[config.mk]
export PLATFORM = sky130hd
export DESIGN_NAME = badi_date_from_day_number_flat
export DESIGN_NICKNAME = d
export VERILOG_FILES = /design/src/rtl/badi_pkg.sv /design/src/rtl/badi_in_if.sv /design/src/rtl/badi_out_if.sv /design/src/rtl/badi_date_from_day_number.sv /design/src/rtl/badi_year_est.sv /design/src/rtl/badi_nawruz.sv /design/src/rtl/badi_split.sv /design/src/flat_wrapper.sv
export VERILOG_INCLUDE_DIRS = /design/src /design/src/rtl
export SDC_FILE = /design/constraint.sdc
export NUM_CORES = 2
export LEC_CHECK = 0
export ABC_AREA = 1
export BUFFER_PORTS_ARGS = -buffer_cell sky130_fd_sc_hd__clkbuf_2
export CORE_AREA = 4 4 407 409
export CTS_BUF_LIST = sky130_fd_sc_hd__clkbuf_4 sky130_fd_sc_hd__clkbuf_8
export CTS_CLUSTER_SIZE = 12
export DETAILED_ROUTE_END_ITERATION = 10
export DIE_AREA = 0 0 411 413
export PLACE_DENSITY_LB_ADDON = 0.2
export REMOVE_ABC_BUFFERS = 1
export SETUP_SLACK_MARGIN = 0.15
export SLEW_MARGIN = 10
export SYNTH_ARGS = -nofsm -noshare
export SYNTH_HDL_FRONTEND = slang
export SYNTH_SLANG_ARGS = --single-unit
[constraint.sdc]
create_clock -name clk -period 20.9 [get_ports clk]
set_clock_uncertainty 0.05 [all_clocks]
set_input_delay 3.135 -clock clk [delete_from_list [all_inputs] [get_ports clk]]
set_output_delay 3.135 -clock clk [all_outputs]
set_load 0.005 [all_outputs]
[src/rtl/assert_macros.svh]
// Assertion macros shared by the badi date RTL.
// Define ASSERT_OFF to compile every check away.
`ifndef ASSERT_MACROS_SVH
`define ASSERT_MACROS_SVH
`ifndef ASSERT_OFF
// Condition that must hold on every clock edge outside reset.
`define ASSERT_HOLDS(lbl, clk, rst, cond, msg) \
  lbl: assert property (@(posedge clk) disable iff (rst) (cond)) else $error(msg);
// Same-cycle implication.
`define ASSERT_IMPLIES(lbl, clk, rst, ante, cons, msg) \
  lbl: assert property (@(posedge clk) disable iff (rst) (ante) |-> (cons)) else $error(msg);
`else
`define ASSERT_HOLDS(lbl, clk, rst, cond, msg)
`define ASSERT_IMPLIES(lbl, clk, rst, ante, cons, msg)
`endif
`endif

[src/rtl/badi_pkg.sv]
// Widths, constants and shared types of the badi date converter.
// No dependencies; compiled first.
package badi_pkg;

  // Field widths
  localparam int DAY_W   = 23;
  localparam int YEAR_W  = 15;
  localparam int MONTH_W = 5;
  localparam int MDAY_W  = 5;
  localparam int HOLY_W  = 3;
  localparam int VAHID_W = 10;
  localparam int YIC_W   = 5;
  localparam int KULL_W  = 6;
  localparam int DOY_W   = 9;   // day of year minus one, 0..365
  localparam int NR_W    = 25;  // signed Naw-Ruz offset from the epoch

  // First day of year 1 (1 Baha 1 BE)
  localparam logic [DAY_W-1:0] EPOCH_JDN = 23'd2394646;

  // Year length 3652422/10000, reduced to 1826211/5000
  localparam logic [12:0] YEAR_NUM    = 13'd5000;
  localparam logic [20:0] YEAR_DEN    = 21'd1826211;
  localparam int          RECIP_SHIFT = 32;
  localparam logic [23:0] RECIP_MUL   =
    24'((64'(YEAR_NUM) << RECIP_SHIFT) / 64'(YEAR_DEN));
  localparam int          PROD_W      = DAY_W + 24;
  localparam int          REM_W       = 36;

  // Naw-Ruz of year Y uses y = Y + 1843 + 4800
  localparam logic [YEAR_W-1:0] NR_YEAR_BASE = 15'd6643;
  // epoch + 32045 - 20, subtracted so that the result is days since the epoch
  localparam logic signed [NR_W-1:0] NR_BIAS = 25'sd2426671;

  // Reciprocals for constant division (floor exact over the used range)
  localparam int          DIV100_SHIFT = 22;
  localparam logic [15:0] DIV100_MUL   = 16'(((1 << DIV100_SHIFT) + 99) / 100);
  localparam int          DIV19S_SHIFT = 12;
  localparam logic [7:0]  DIV19S_MUL   = 8'(((1 << DIV19S_SHIFT) + 18) / 19);
  localparam int          DIV19_SHIFT  = 19;
  localparam logic [14:0] DIV19_MUL    = 15'(((1 << DIV19_SHIFT) + 18) / 19);
  localparam int          DIV361_SHIFT = 23;
  localparam logic [14:0] DIV361_MUL   = 15'(((1 << DIV361_SHIFT) + 360) / 361);

  // Holy-day codes
  localparam logic [HOLY_W-1:0] HOLY_NONE     = 3'd0;
  localparam logic [HOLY_W-1:0] HOLY_NAWRUZ   = 3'd1;
  localparam logic [HOLY_W-1:0] HOLY_RIDVAN1  = 3'd2;
  localparam logic [HOLY_W-1:0] HOLY_RIDVAN9  = 3'd3;
  localparam logic [HOLY_W-1:0] HOLY_RIDVAN12 = 3'd4;
  localparam logic [HOLY_W-1:0] HOLY_DECL     = 3'd5;
  localparam logic [HOLY_W-1:0] HOLY_ASCEN    = 3'd6;
  localparam logic [HOLY_W-1:0] HOLY_MARTYR   = 3'd7;

  // Year estimate handed to the Naw-Ruz stages
  typedef struct packed {
    logic              inr;
    logic [DAY_W-1:0]  d;     // days since the epoch
    logic [YEAR_W-1:0] est;   // estimated year, within one of the true one
  } badi_est_t;

  // Corrected year handed to the month split
  typedef struct packed {
    logic              inr;
    logic [YEAR_W-1:0] year;
    logic [DOY_W-1:0]  doy0;  // day of year minus one
    logic              leap;
  } badi_year_t;

  // One result word
  typedef struct packed {
    logic               in_range;
    logic [YEAR_W-1:0]  badi_year;
    logic [MONTH_W-1:0] badi_month;
    logic [MDAY_W-1:0]  badi_day;
    logic [HOLY_W-1:0]  holy_day;
    logic               leap_year;
    logic [VAHID_W-1:0] vahid;
    logic [YIC_W-1:0]   year_in_cycle;
    logic [KULL_W-1:0]  great_cycle;
  } badi_date_t;

endpackage

[src/rtl/badi_in_if.sv]
// Input channel: one Julian day number per word.
// Depends on badi_pkg.
interface badi_in_if;
  import badi_pkg::*;

  logic             valid;
  logic             ready;
  logic [DAY_W-1:0] day_number;

  modport source (output valid, output day_number, input ready);
  modport sink   (input valid, input day_number, output ready);
endinterface

[src/rtl/badi_out_if.sv]
// Output channel: one Badi date per word.
// Depends on badi_pkg.
interface badi_out_if;
  import badi_pkg::*;

  logic               valid;
  logic               ready;
  logic               in_range;
  logic [YEAR_W-1:0]  badi_year;
  logic [MONTH_W-1:0] badi_month;
  logic [MDAY_W-1:0]  badi_day;
  logic [HOLY_W-1:0]  holy_day;
  logic               leap_year;
  logic [VAHID_W-1:0] vahid;
  logic [YIC_W-1:0]   year_in_cycle;
  logic [KULL_W-1:0]  great_cycle;

  modport source (output valid, output in_range, output badi_year, output badi_month,
                  output badi_day, output holy_day, output leap_year, output vahid,
                  output year_in_cycle, output great_cycle, input ready);
  modport sink   (input valid, input in_range, input badi_year, input badi_month,
                  input badi_day, input holy_day, input leap_year, input vahid,
                  input year_in_cycle, input great_cycle, output ready);
endinterface

[src/rtl/badi_date_from_day_number.sv]
// Badi date from Julian day number: nine-stage pipeline.
// Depends on badi_pkg, badi_in_if, badi_out_if, badi_year_est, badi_nawruz,
// badi_split and assert_macros.svh.
//
// Usage:
//   days  (sink)   : one Julian day number per word, valid/ready handshake.
//   dates (source) : one Badi date word per input word, in order.
//   dates.valid rises once an accepted day number has passed through all nine
//   register stages. One word is taken every cycle while dates.ready is high;
//   the nine register stages of the pipe are each about one multiply or one
//   compare deep (reciprocal year estimate, its back-multiply, the four
//   century quotients, the Naw-Ruz offsets, the month and cycle quotients).
//   Each stage moves when it is empty or the stage after it moves, so
//   bubbles are squeezed out and days.ready stays high while any stage is
//   free, even with a finished word waiting at the output.
//   When dates.ready is low the output word holds; the pipe fills behind it
//   and days.ready falls once all nine stages are full. Nothing is lost or
//   repeated.
//   Reset (rst, synchronous) clears all valid bits; the pipe is empty and
//   ready in the first cycle after reset.
//   Days before the epoch give in_range 0 and every other field 0.
module badi_date_from_day_number (
  input  logic              clk,
  input  logic              rst,
  badi_in_if.sink           days,
  badi_out_if.source        dates
);
  import badi_pkg::*;
  `include "assert_macros.svh"

  logic       est_valid, est_ready, yr_valid, yr_ready;
  badi_est_t  est;
  badi_year_t yr;
  badi_date_t date;

  // terms of the output checks
  logic word_inr, word_outr, blank_date, day_fits, ayyam_word, ayyam_fits, cycle_fits;

  badi_year_est u_est (
    .clk        (clk),
    .rst        (rst),
    .up_valid   (days.valid),
    .up_ready   (days.ready),
    .day_number (days.day_number),
    .dn_valid   (est_valid),
    .dn_ready   (est_ready),
    .est        (est)
  );

  badi_nawruz u_nawruz (
    .clk      (clk),
    .rst      (rst),
    .up_valid (est_valid),
    .up_ready (est_ready),
    .est      (est),
    .dn_valid (yr_valid),
    .dn_ready (yr_ready),
    .yr       (yr)
  );

  badi_split u_split (
    .clk      (clk),
    .rst      (rst),
    .up_valid (yr_valid),
    .up_ready (yr_ready),
    .yr       (yr),
    .dn_valid (dates.valid),
    .dn_ready (dates.ready),
    .date     (date)
  );

  // output word fields
  assign dates.in_range      = date.in_range;
  assign dates.badi_year     = date.badi_year;
  assign dates.badi_month    = date.badi_month;
  assign dates.badi_day      = date.badi_day;
  assign dates.holy_day      = date.holy_day;
  assign dates.leap_year     = date.leap_year;
  assign dates.vahid         = date.vahid;
  assign dates.year_in_cycle = date.year_in_cycle;
  assign dates.great_cycle   = date.great_cycle;

  // check terms
  assign word_inr   = dates.valid && dates.in_range;
  assign word_outr  = dates.valid && !dates.in_range;
  assign blank_date = dates.badi_year == '0 && dates.badi_month == '0 &&
                      dates.badi_day == '0 && dates.vahid == '0;
  assign day_fits   = dates.badi_day >= 5'd1 && dates.badi_day <= 5'd19 &&
                      dates.badi_month <= 5'd19;
  assign ayyam_word = word_inr && dates.badi_month == '0;
  assign ayyam_fits = dates.badi_day <= 5'(4) + 5'(dates.leap_year);
  assign cycle_fits = dates.year_in_cycle >= 5'd1 && dates.year_in_cycle <= 5'd19 &&
                      dates.vahid >= 10'd1 && dates.great_cycle >= 6'd1;

  // checks on the output word
  `ASSERT_IMPLIES(a_zero_before_epoch, clk, rst, word_outr, blank_date, "nonzero date")
  `ASSERT_IMPLIES(a_day_range, clk, rst, word_inr, day_fits, "month or day out of range")
  `ASSERT_IMPLIES(a_ayyam_len, clk, rst, ayyam_word, ayyam_fits, "Ayyam-i-Ha day too late")
  `ASSERT_IMPLIES(a_cycle_range, clk, rst, word_inr, cycle_fits, "cycle fields out of range")

endmodule

[src/rtl/badi_year_est.sv]
// Four-stage year estimate: floor(days * 5000 / 1826211) + 1 by reciprocal
// multiply and one remainder correction. Depends on badi_pkg.
module badi_year_est (
  input  logic                       clk,
  input  logic                       rst,
  input  logic                       up_valid,
  output logic                       up_ready,
  input  logic [badi_pkg::DAY_W-1:0] day_number,
  output logic                       dn_valid,
  input  logic                       dn_ready,
  output badi_pkg::badi_est_t        est
);
  import badi_pkg::*;

  localparam int NST = 4;

  logic [NST-1:0] vld, vld_next, en;

  // stage registers
  logic              inr1, inr2, inr3;
  logic [DAY_W-1:0]  d1, d2, d3;
  logic [PROD_W-1:0] prod2;
  logic [REM_W-1:0]  d5k2, d5k3, qm3;
  logic [YEAR_W-1:0] q3;
  logic [REM_W-1:0]  rem3;
  logic              corr3;

  // stall chain: a stage moves when it is empty or the next one moves
  always_comb begin
    en[NST-1] = !vld[NST-1] || dn_ready;
    for (int i = NST - 2; i >= 0; i--) begin
      en[i] = !vld[i] || en[i+1];
    end
    vld_next[0] = en[0] ? up_valid : vld[0];
    for (int i = 1; i < NST; i++) begin
      vld_next[i] = en[i] ? vld[i-1] : vld[i];
    end
  end

  always_ff @(posedge clk) begin
    if (rst) begin
      vld <= '0;
    end else begin
      vld <= vld_next;
    end
  end

  assign up_ready = en[0];
  assign dn_valid = vld[NST-1];

  // remainder check: the reciprocal quotient is exact or one low
  assign rem3  = d5k3 - qm3;
  assign corr3 = rem3 >= REM_W'(YEAR_DEN);

  always_ff @(posedge clk) begin
    // stage 1: days since the epoch
    if (en[0]) begin
      inr1 <= day_number >= EPOCH_JDN;
      d1   <= (day_number >= EPOCH_JDN) ? day_number - EPOCH_JDN : '0;
    end
    // stage 2: reciprocal product and scaled dividend
    if (en[1]) begin
      inr2  <= inr1;
      d2    <= d1;
      prod2 <= PROD_W'(d1) * PROD_W'(RECIP_MUL);
      d5k2  <= REM_W'(d1) * REM_W'(YEAR_NUM);
    end
    // stage 3: back-multiply the quotient
    if (en[2]) begin
      inr3 <= inr2;
      d3   <= d2;
      d5k3 <= d5k2;
      q3   <= prod2[RECIP_SHIFT +: YEAR_W];
      qm3  <= REM_W'(prod2[RECIP_SHIFT +: YEAR_W]) * REM_W'(YEAR_DEN);
    end
    // stage 4: corrected quotient plus one
    if (en[3]) begin
      est.inr <= inr3;
      est.d   <= d3;
      est.est <= q3 + YEAR_W'(corr3) + YEAR_W'(1);
    end
  end

endmodule

[src/rtl/badi_nawruz.sv]
// Three-stage year correction: Naw-Ruz of four neighboring years, choice of
// the year that holds the day, day of year and leap flag. Depends on badi_pkg.
module badi_nawruz (
  input  logic                clk,
  input  logic                rst,
  input  logic                up_valid,
  output logic                up_ready,
  input  badi_pkg::badi_est_t est,
  output logic                dn_valid,
  input  logic                dn_ready,
  output badi_pkg::badi_year_t yr
);
  import badi_pkg::*;

  localparam int NST   = 3;
  localparam int LANES = 4;   // years est-1 .. est+2

  logic [NST-1:0] vld, vld_next, en;

  // stage 5
  logic              inr5;
  logic [DAY_W-1:0]  d5;
  logic [YEAR_W-1:0] e5;
  logic [YEAR_W-1:0] y5   [LANES];
  logic [7:0]        c5   [LANES];   // y / 100
  // stage 6
  logic              inr6;
  logic [DAY_W-1:0]  d6;
  logic [YEAR_W-1:0] e6;
  logic signed [NR_W-1:0] nr6 [LANES];

  logic [YEAR_W-1:0] yk   [LANES];
  logic [30:0]       hk   [LANES];
  logic [NR_W-1:0]   pos  [LANES];

  logic signed [NR_W-1:0] ds, nr_sel, nr_nxt, span, off;
  logic dec, inc;

  // stall chain
  always_comb begin
    en[NST-1] = !vld[NST-1] || dn_ready;
    for (int i = NST - 2; i >= 0; i--) begin
      en[i] = !vld[i] || en[i+1];
    end
    vld_next[0] = en[0] ? up_valid : vld[0];
    for (int i = 1; i < NST; i++) begin
      vld_next[i] = en[i] ? vld[i-1] : vld[i];
    end
  end

  always_ff @(posedge clk) begin
    if (rst) begin
      vld <= '0;
    end else begin
      vld <= vld_next;
    end
  end

  assign up_ready = en[0];
  assign dn_valid = vld[NST-1];

  // per lane: y = year + 6643, y / 100 by reciprocal, then days since epoch
  always_comb begin
    for (int k = 0; k < LANES; k++) begin
      yk[k]  = est.est + NR_YEAR_BASE + YEAR_W'(k) - YEAR_W'(1);
      hk[k]  = 31'(yk[k]) * 31'(DIV100_MUL);
      pos[k] = NR_W'(y5[k]) * NR_W'(365) + NR_W'(y5[k] >> 2) + NR_W'(c5[k] >> 2);
    end
  end

  // pick the year whose Naw-Ruz is the last one on or before the day
  always_comb begin
    ds     = $signed(NR_W'(d6));
    dec    = (ds < nr6[1]) && (e6 > YEAR_W'(1));
    inc    = !dec && (ds >= nr6[2]);
    nr_sel = dec ? nr6[0] : (inc ? nr6[2] : nr6[1]);
    nr_nxt = dec ? nr6[1] : (inc ? nr6[3] : nr6[2]);
    span   = nr_nxt - nr_sel;
    off    = ds - nr_sel;
  end

  always_ff @(posedge clk) begin
    // stage 5: century quotient per lane
    if (en[0]) begin
      inr5 <= est.inr;
      d5   <= est.d;
      e5   <= est.est;
      for (int k = 0; k < LANES; k++) begin
        y5[k] <= yk[k];
        c5[k] <= hk[k][DIV100_SHIFT +: 8];
      end
    end
    // stage 6: Naw-Ruz offsets
    if (en[1]) begin
      inr6 <= inr5;
      d6   <= d5;
      e6   <= e5;
      for (int k = 0; k < LANES; k++) begin
        nr6[k] <= $signed(pos[k]) - $signed(NR_W'(c5[k])) - NR_BIAS;
      end
    end
    // stage 7: year, day of year, leap
    if (en[2]) begin
      yr.inr  <= inr6;
      yr.year <= e6 - YEAR_W'(dec) + YEAR_W'(inc);
      yr.doy0 <= off[DOY_W-1:0];
      yr.leap <= span == NR_W'(366);
    end
  end

endmodule

[src/rtl/badi_split.sv]
// Two-stage split of the year and day of year into month, day, holy day,
// vahid, year in vahid and kull-i-shay. Depends on badi_pkg.
module badi_split (
  input  logic                 clk,
  input  logic                 rst,
  input  logic                 up_valid,
  output logic                 up_ready,
  input  badi_pkg::badi_year_t yr,
  output logic                 dn_valid,
  input  logic                 dn_ready,
  output badi_pkg::badi_date_t date
);
  import badi_pkg::*;

  localparam int NST = 2;

  localparam logic [DOY_W-1:0]   DAYS_18    = 9'd342;
  localparam logic [MONTH_W-1:0] MONTH_AYY  = 5'd0;
  localparam logic [MONTH_W-1:0] MONTH_LAST = 5'd19;

  function automatic logic [HOLY_W-1:0] holy_code(input logic [MONTH_W-1:0] m,
                                                  input logic [MDAY_W-1:0]  d);
    logic [HOLY_W-1:0] h;
    h = HOLY_NONE;
    if (m == 5'd1 && d == 5'd1)  h = HOLY_NAWRUZ;
    if (m == 5'd2 && d == 5'd13) h = HOLY_RIDVAN1;
    if (m == 5'd4 && d == 5'd2)  h = HOLY_RIDVAN9;
    if (m == 5'd4 && d == 5'd5)  h = HOLY_RIDVAN12;
    if (m == 5'd4 && d == 5'd8)  h = HOLY_DECL;
    if (m == 5'd4 && d == 5'd13) h = HOLY_ASCEN;
    if (m == 5'd6 && d == 5'd17) h = HOLY_MARTYR;
    return h;
  endfunction

  logic [NST-1:0] vld, vld_next, en;

  // stage 8
  logic               inr8, leap8;
  logic [DOY_W-1:0]   x8;
  logic [MONTH_W-1:0] q19_8;
  logic [YEAR_W-1:0]  yv8;
  logic [VAHID_W-1:0] vq8;
  logic [KULL_W-1:0]  gq8;

  logic [16:0]        mq;
  logic [YEAR_W-1:0]  yv;
  logic [28:0]        vp, gp;

  logic [MDAY_W-1:0]  r19, yr19;
  logic [DOY_W-1:0]   ayy;
  logic [MONTH_W-1:0] mon;
  logic [MDAY_W-1:0]  mday;

  // stall chain
  always_comb begin
    en[NST-1] = !vld[NST-1] || dn_ready;
    for (int i = NST - 2; i >= 0; i--) begin
      en[i] = !vld[i] || en[i+1];
    end
    vld_next[0] = en[0] ? up_valid : vld[0];
    for (int i = 1; i < NST; i++) begin
      vld_next[i] = en[i] ? vld[i-1] : vld[i];
    end
  end

  always_ff @(posedge clk) begin
    if (rst) begin
      vld <= '0;
    end else begin
      vld <= vld_next;
    end
  end

  assign up_ready = en[0];
  assign dn_valid = vld[NST-1];

  // quotients by reciprocal multiply
  assign mq = 17'(yr.doy0) * 17'(DIV19S_MUL);
  assign yv = yr.year - YEAR_W'(1);
  assign vp = 29'(yv) * 29'(DIV19_MUL);
  assign gp = 29'(yv) * 29'(DIV361_MUL);

  // remainders and the month split
  always_comb begin
    r19  = MDAY_W'(x8 - DOY_W'(q19_8) * DOY_W'(19));
    yr19 = YIC_W'(yv8 - YEAR_W'(vq8) * YEAR_W'(19));
    ayy  = leap8 ? DOY_W'(5) : DOY_W'(4);
    if (x8 < DAYS_18) begin
      mon  = q19_8 + MONTH_W'(1);
      mday = r19 + MDAY_W'(1);
    end else if (x8 < DAYS_18 + ayy) begin
      mon  = MONTH_AYY;
      mday = MDAY_W'(x8 - DAYS_18 + DOY_W'(1));
    end else begin
      mon  = MONTH_LAST;
      mday = MDAY_W'(x8 - DAYS_18 - ayy + DOY_W'(1));
    end
  end

  always_ff @(posedge clk) begin
    // stage 8: products
    if (en[0]) begin
      inr8  <= yr.inr;
      leap8 <= yr.leap;
      x8    <= yr.doy0;
      q19_8 <= mq[DIV19S_SHIFT +: MONTH_W];
      yv8   <= yv;
      vq8   <= vp[DIV19_SHIFT +: VAHID_W];
      gq8   <= gp[DIV361_SHIFT +: KULL_W];
    end
    // stage 9: output word, all zero before the epoch
    if (en[1]) begin
      date.in_range      <= inr8;
      date.badi_year     <= inr8 ? yv8 + YEAR_W'(1) : '0;
      date.badi_month    <= inr8 ? mon : '0;
      date.badi_day      <= inr8 ? mday : '0;
      date.holy_day      <= inr8 ? holy_code(mon, mday) : HOLY_NONE;
      date.leap_year     <= inr8 && leap8;
      date.vahid         <= inr8 ? vq8 + VAHID_W'(1) : '0;
      date.year_in_cycle <= inr8 ? yr19 + YIC_W'(1) : '0;
      date.great_cycle   <= inr8 ? gq8 + KULL_W'(1) : '0;
    end
  end

endmodule

[src/flat_wrapper.sv]
// flat-port wrapper written by rule: the top's interface ports become plain ports
module badi_date_from_day_number_flat import badi_pkg::*;
  (clk, rst, days_valid, days_day_number, days_ready, dates_valid, dates_in_range, dates_badi_year, dates_badi_month, dates_badi_day, dates_holy_day, dates_leap_year, dates_vahid, dates_year_in_cycle, dates_great_cycle, dates_ready);
  badi_in_if days_i ();
  badi_out_if dates_i ();
  input  logic clk;
  input  logic rst;
  input wire logic [$bits(days_i.valid)-1:0] days_valid;
  input wire logic [$bits(days_i.day_number)-1:0] days_day_number;
  output wire logic [$bits(days_i.ready)-1:0] days_ready;
  output wire logic [$bits(dates_i.valid)-1:0] dates_valid;
  output wire logic [$bits(dates_i.in_range)-1:0] dates_in_range;
  output wire logic [$bits(dates_i.badi_year)-1:0] dates_badi_year;
  output wire logic [$bits(dates_i.badi_month)-1:0] dates_badi_month;
  output wire logic [$bits(dates_i.badi_day)-1:0] dates_badi_day;
  output wire logic [$bits(dates_i.holy_day)-1:0] dates_holy_day;
  output wire logic [$bits(dates_i.leap_year)-1:0] dates_leap_year;
  output wire logic [$bits(dates_i.vahid)-1:0] dates_vahid;
  output wire logic [$bits(dates_i.year_in_cycle)-1:0] dates_year_in_cycle;
  output wire logic [$bits(dates_i.great_cycle)-1:0] dates_great_cycle;
  input wire logic [$bits(dates_i.ready)-1:0] dates_ready;
  assign days_i.valid = days_valid;
  assign days_i.day_number = days_day_number;
  assign days_ready = days_i.ready;
  assign dates_valid = dates_i.valid;
  assign dates_in_range = dates_i.in_range;
  assign dates_badi_year = dates_i.badi_year;
  assign dates_badi_month = dates_i.badi_month;
  assign dates_badi_day = dates_i.badi_day;
  assign dates_holy_day = dates_i.holy_day;
  assign dates_leap_year = dates_i.leap_year;
  assign dates_vahid = dates_i.vahid;
  assign dates_year_in_cycle = dates_i.year_in_cycle;
  assign dates_great_cycle = dates_i.great_cycle;
  assign dates_i.ready = dates_ready;
  badi_date_from_day_number u_core (.clk(clk), .rst(rst), .days(days_i), .dates(dates_i));
endmodule
==> impl_metrics.env <==
export IMPL_worst_pin_slew_ns=1.171
export IMPL_worstPathArrival_ns=8.39
export IMPL_synth_ff_type="edfxtp_1"
export IMPL_setup_viol=0
export IMPL_timing_fmax_mhz=86.42
export IMPL_drive_above_1_share_pct=4.129
export IMPL_clock_sinks=634
export IMPL_hold_end="u_core.u_nawruz.d5[7]"
export IMPL_syn_cell_area_sq_um=88460
export IMPL_ys_types=74
export IMPL_rr_startpoint="u_core.u_est.est[0]"
export IMPL_hold_class="flop to flop"
export IMPL_grt_pass1_vias=62550
export IMPL_min_from="u_core.u_est.est[22]"
export IMPL_endpoint_kind="output pin"
export IMPL_core_area_sq_um=162000
export IMPL_crit_type="input pin to output pin"
export IMPL_slowest_stage="inv_2"
export IMPL_yosysMostFrequentCell="inv_1"
export IMPL_grt_antenna_before_repair=4
export IMPL_yosys_top_cells_count="2,465 x inv_1, 1,640 x ha_1, 1,183 x fa_1"
export IMPL_ys_seq_elements=634
export IMPL_die_x_um=411
export IMPL_r2r_end="u_core.u_nawruz.c5[3][6]"
export IMPL_r2r_cells=36
export IMPL_drv_cap=0
export IMPL_r2r_slack_ns=12.43
export IMPL_critical_path_max_fanout=71
export IMPL_async_flop_share_pct=0
export IMPL_cts_buffer_depth=3
export IMPL_min_period_over_period_pct=55.37
export IMPL_cts_tree="yes"
export IMPL_viasPerCell=5.253
export IMPL_drc=0
export IMPL_outcome="completed"
export IMPL_postRouteWirelength_um=205900
export IMPL_clock_tree_root_cell="clkbuf_8"
export IMPL_worstPathCellList="clkbuf_2 -> nor2_1 -> inv_2 -> buf_4 -> nor2_1 -> inv_2 -> nor2_1 -> inv_1 -> buf_4 -> nor2_1 -> inv_6 -> nor2_1 -> inv_4 -> nor2_1 -> inv_1 -> buf_4 -> nor2_1 -> inv_4 -> nor2_1 -> nand2_1 -> buf_4 -> clkbuf_2"
export IMPL_slew_viol_final=0
export IMPL_clk_pin_slew_ns=0.06
export IMPL_ys_seq_area_share_pct=21.42
export IMPL_grt_max_degree=83
export IMPL_ctsHoldBuffers=0
export IMPL_path_common_cell="nor2_1"
export IMPL_detail_route_wl_per_cell_um=18.13
export IMPL_clkLatencyLatePin_ns=0.82
export IMPL_dpl_hpwl_um=179300
export IMPL_ys_warn_count=0
export IMPL_avgSynthCellArea_sq_um=9.951
export IMPL_area_growth_pct=6.304
export IMPL_pin_count=80
export IMPL_cts_resized_gates=0
export IMPL_die_h_um=413
export IMPL_synth_area_top_cells="fa_1 27%, ha_1 23%, edfxtp_1 21%"
export IMPL_whs_path_depth=0
export IMPL_rsz0062_at_grt="false"
export IMPL_synthCells=8890
export IMPL_rows=148
export IMPL_synth_top_area_cell="fa_1"
export IMPL_hold_viol=0
export IMPL_post_route_util_pct=58.04
export IMPL_die_area_sq_um=169700
export IMPL_cts_buffers=105
export IMPL_post_cts_buffers=0
export IMPL_antenna_left=0
export IMPL_grt_overflow_total=0
export IMPL_grt_pass1_wl_um=334000
export IMPL_tns_ns=0
export IMPL_period_needed_ns=11.57
export IMPL_drtIter0Drc=3522
export IMPL_synth_edf_count=625
export IMPL_relSlewSlack_pct=21.68
export IMPL_critical_path_max_stage_delay_ns=0.72
export IMPL_worst_setup_path_start_kind="input pin"
export IMPL_place_congestion=0.9756
export IMPL_grt_usage_pct=25.00
export IMPL_port_buffers=79
export IMPL_synth_top_area_share_pct=26.77
export IMPL_finalNetCount=11950
export IMPL_cp_required_ns=17.72
export IMPL_start_util_pct=54.60
export IMPL_drtPass1Iterations=7
export IMPL_htreeDepth=3
export IMPL_vias=59660
==> area by class of cell <==
type,count,area (sq um)
fillers,13880,67990
flip-flops and latches,634,18950
multi-input cells,5749,60060
clock buffers,141,1765
clock inverters,49,465.4
well taps,2175,2721
diodes,3,7.507
inverters,2481,9328
repair buffers,126,748.2
==> worst max-delay path by stage <==
stage	slack [ns]	to	startpoint	cells after the start
6_report	9.33	days_ready	dates_ready	22
2_1_floorplan	2.24	days_ready	dates_ready	16
3_5_place_dp	9.21	days_ready	dates_ready	22
3_3_place_gp	9.14	days_ready	dates_ready	22
4_1_cts	9.19	days_ready	dates_ready	22
5_1_grt	8.69	days_ready	dates_ready	22
==> metrics by stage <==
| step | instances | instance area [sq um] | hold WS [ns] | setup WS (ns) |
|---|---|---|---|---|
| final | 11360 | 94040 | 0.3638 | 9.328 |
| after global routing | 11360 | 94040 | 0.3746 | 8.686 |
| after CTS | 11360 | 94030 | 0.3673 | 9.189 |
| after detailed placement | 11170 | 91800 | 0.3545 | 9.215 |
| after global placement | 11170 | 91800 | 0.3515 | 9.139 |
| after floorplan | 8864 | 88320 | 0.3503 | 2.240 |
==> logic make-up (layout without fill, tap and decap cells) <==
group / count (synthesis) / after routing / share of synthesized area, %
DFF: 634 / 634 / 21.42
adders and majority gates: 2823 / 2823 / 49.97
AOI/OAI and AO/OA: 1012 / 1012 / 6.612
xor gates and xnor gates: 395 / 395 / 3.981
buffers and inverters: 2507 / 2797 / 10.69
other: 0 / 3 / 0
and+or+nand+nor: 1519 / 1519 / 7.329
==> layout by cell type, fill, tap and decap left out, types with 12 or more instances in the layout <==
cell type and instances:
inv_1 2459, ha_1 1640, fa_1 1183, nand2_1 788, edfxtp_1 625, a21oi_1 490
nor2_1 348, xor2_1 249, o21ai_0 221, nand3_1 144, xnor2_1 140, clkbuf_8 113
nor3_1 81, clkbuf_2 79, nand4_1 64, buf_4 47, a31oi_1 40, a21o_1 36
o221ai_1 34, clkbuf_4 28, nor4_1 27, o21a_1 27, o21bai_1 26, clkinv_1 20
o211ai_1 19, a221oi_1 18, inv_2 16, or2_2 16, a211oi_1 16, o31ai_1 15
a21boi_0 14, o22ai_1 12, o21ai_1 12, clkinv_2 12
==> worst max-delay path: cells and delay by family <==
family / cells / cell delay (ns)
buf+inv: 13 / 4.08
simple gates: 9 / 1.10
==> registers in the layout (all words and copies together), names as in the netlist, 26 cells and up <==
signal / cells
u_core.u_nawruz.c5: 32
u_core.u_nawruz.yr: 26
u_core.u_split.date: 51
u_core.u_est.d5k2: 29
u_core.u_nawruz.y5: 57
u_core.u_est.d5k3: 29
u_core.u_nawruz.nr6: 100
u_core.u_est.qm3: 36
u_core.u_est.est: 39
==> routing by layer <==
| metal | track usage (%) | wire [um] | up-vias |
|---|---|---|---|
| met2 | 41.18 | 95760 | 1489 |
| met4 | 7.102 | 6567 | 2 |
| met3 | 3.367 | 11230 | 308 |
| met5 | 0 | 8 | - |
| met1 | 34.77 | 92360 | 29150 |
| li1 | - | - | 28710 |
Power is left out: the tool's default activity adds up to more than one toggle a clock period on the data nets, which glitch-free logic cannot reach.
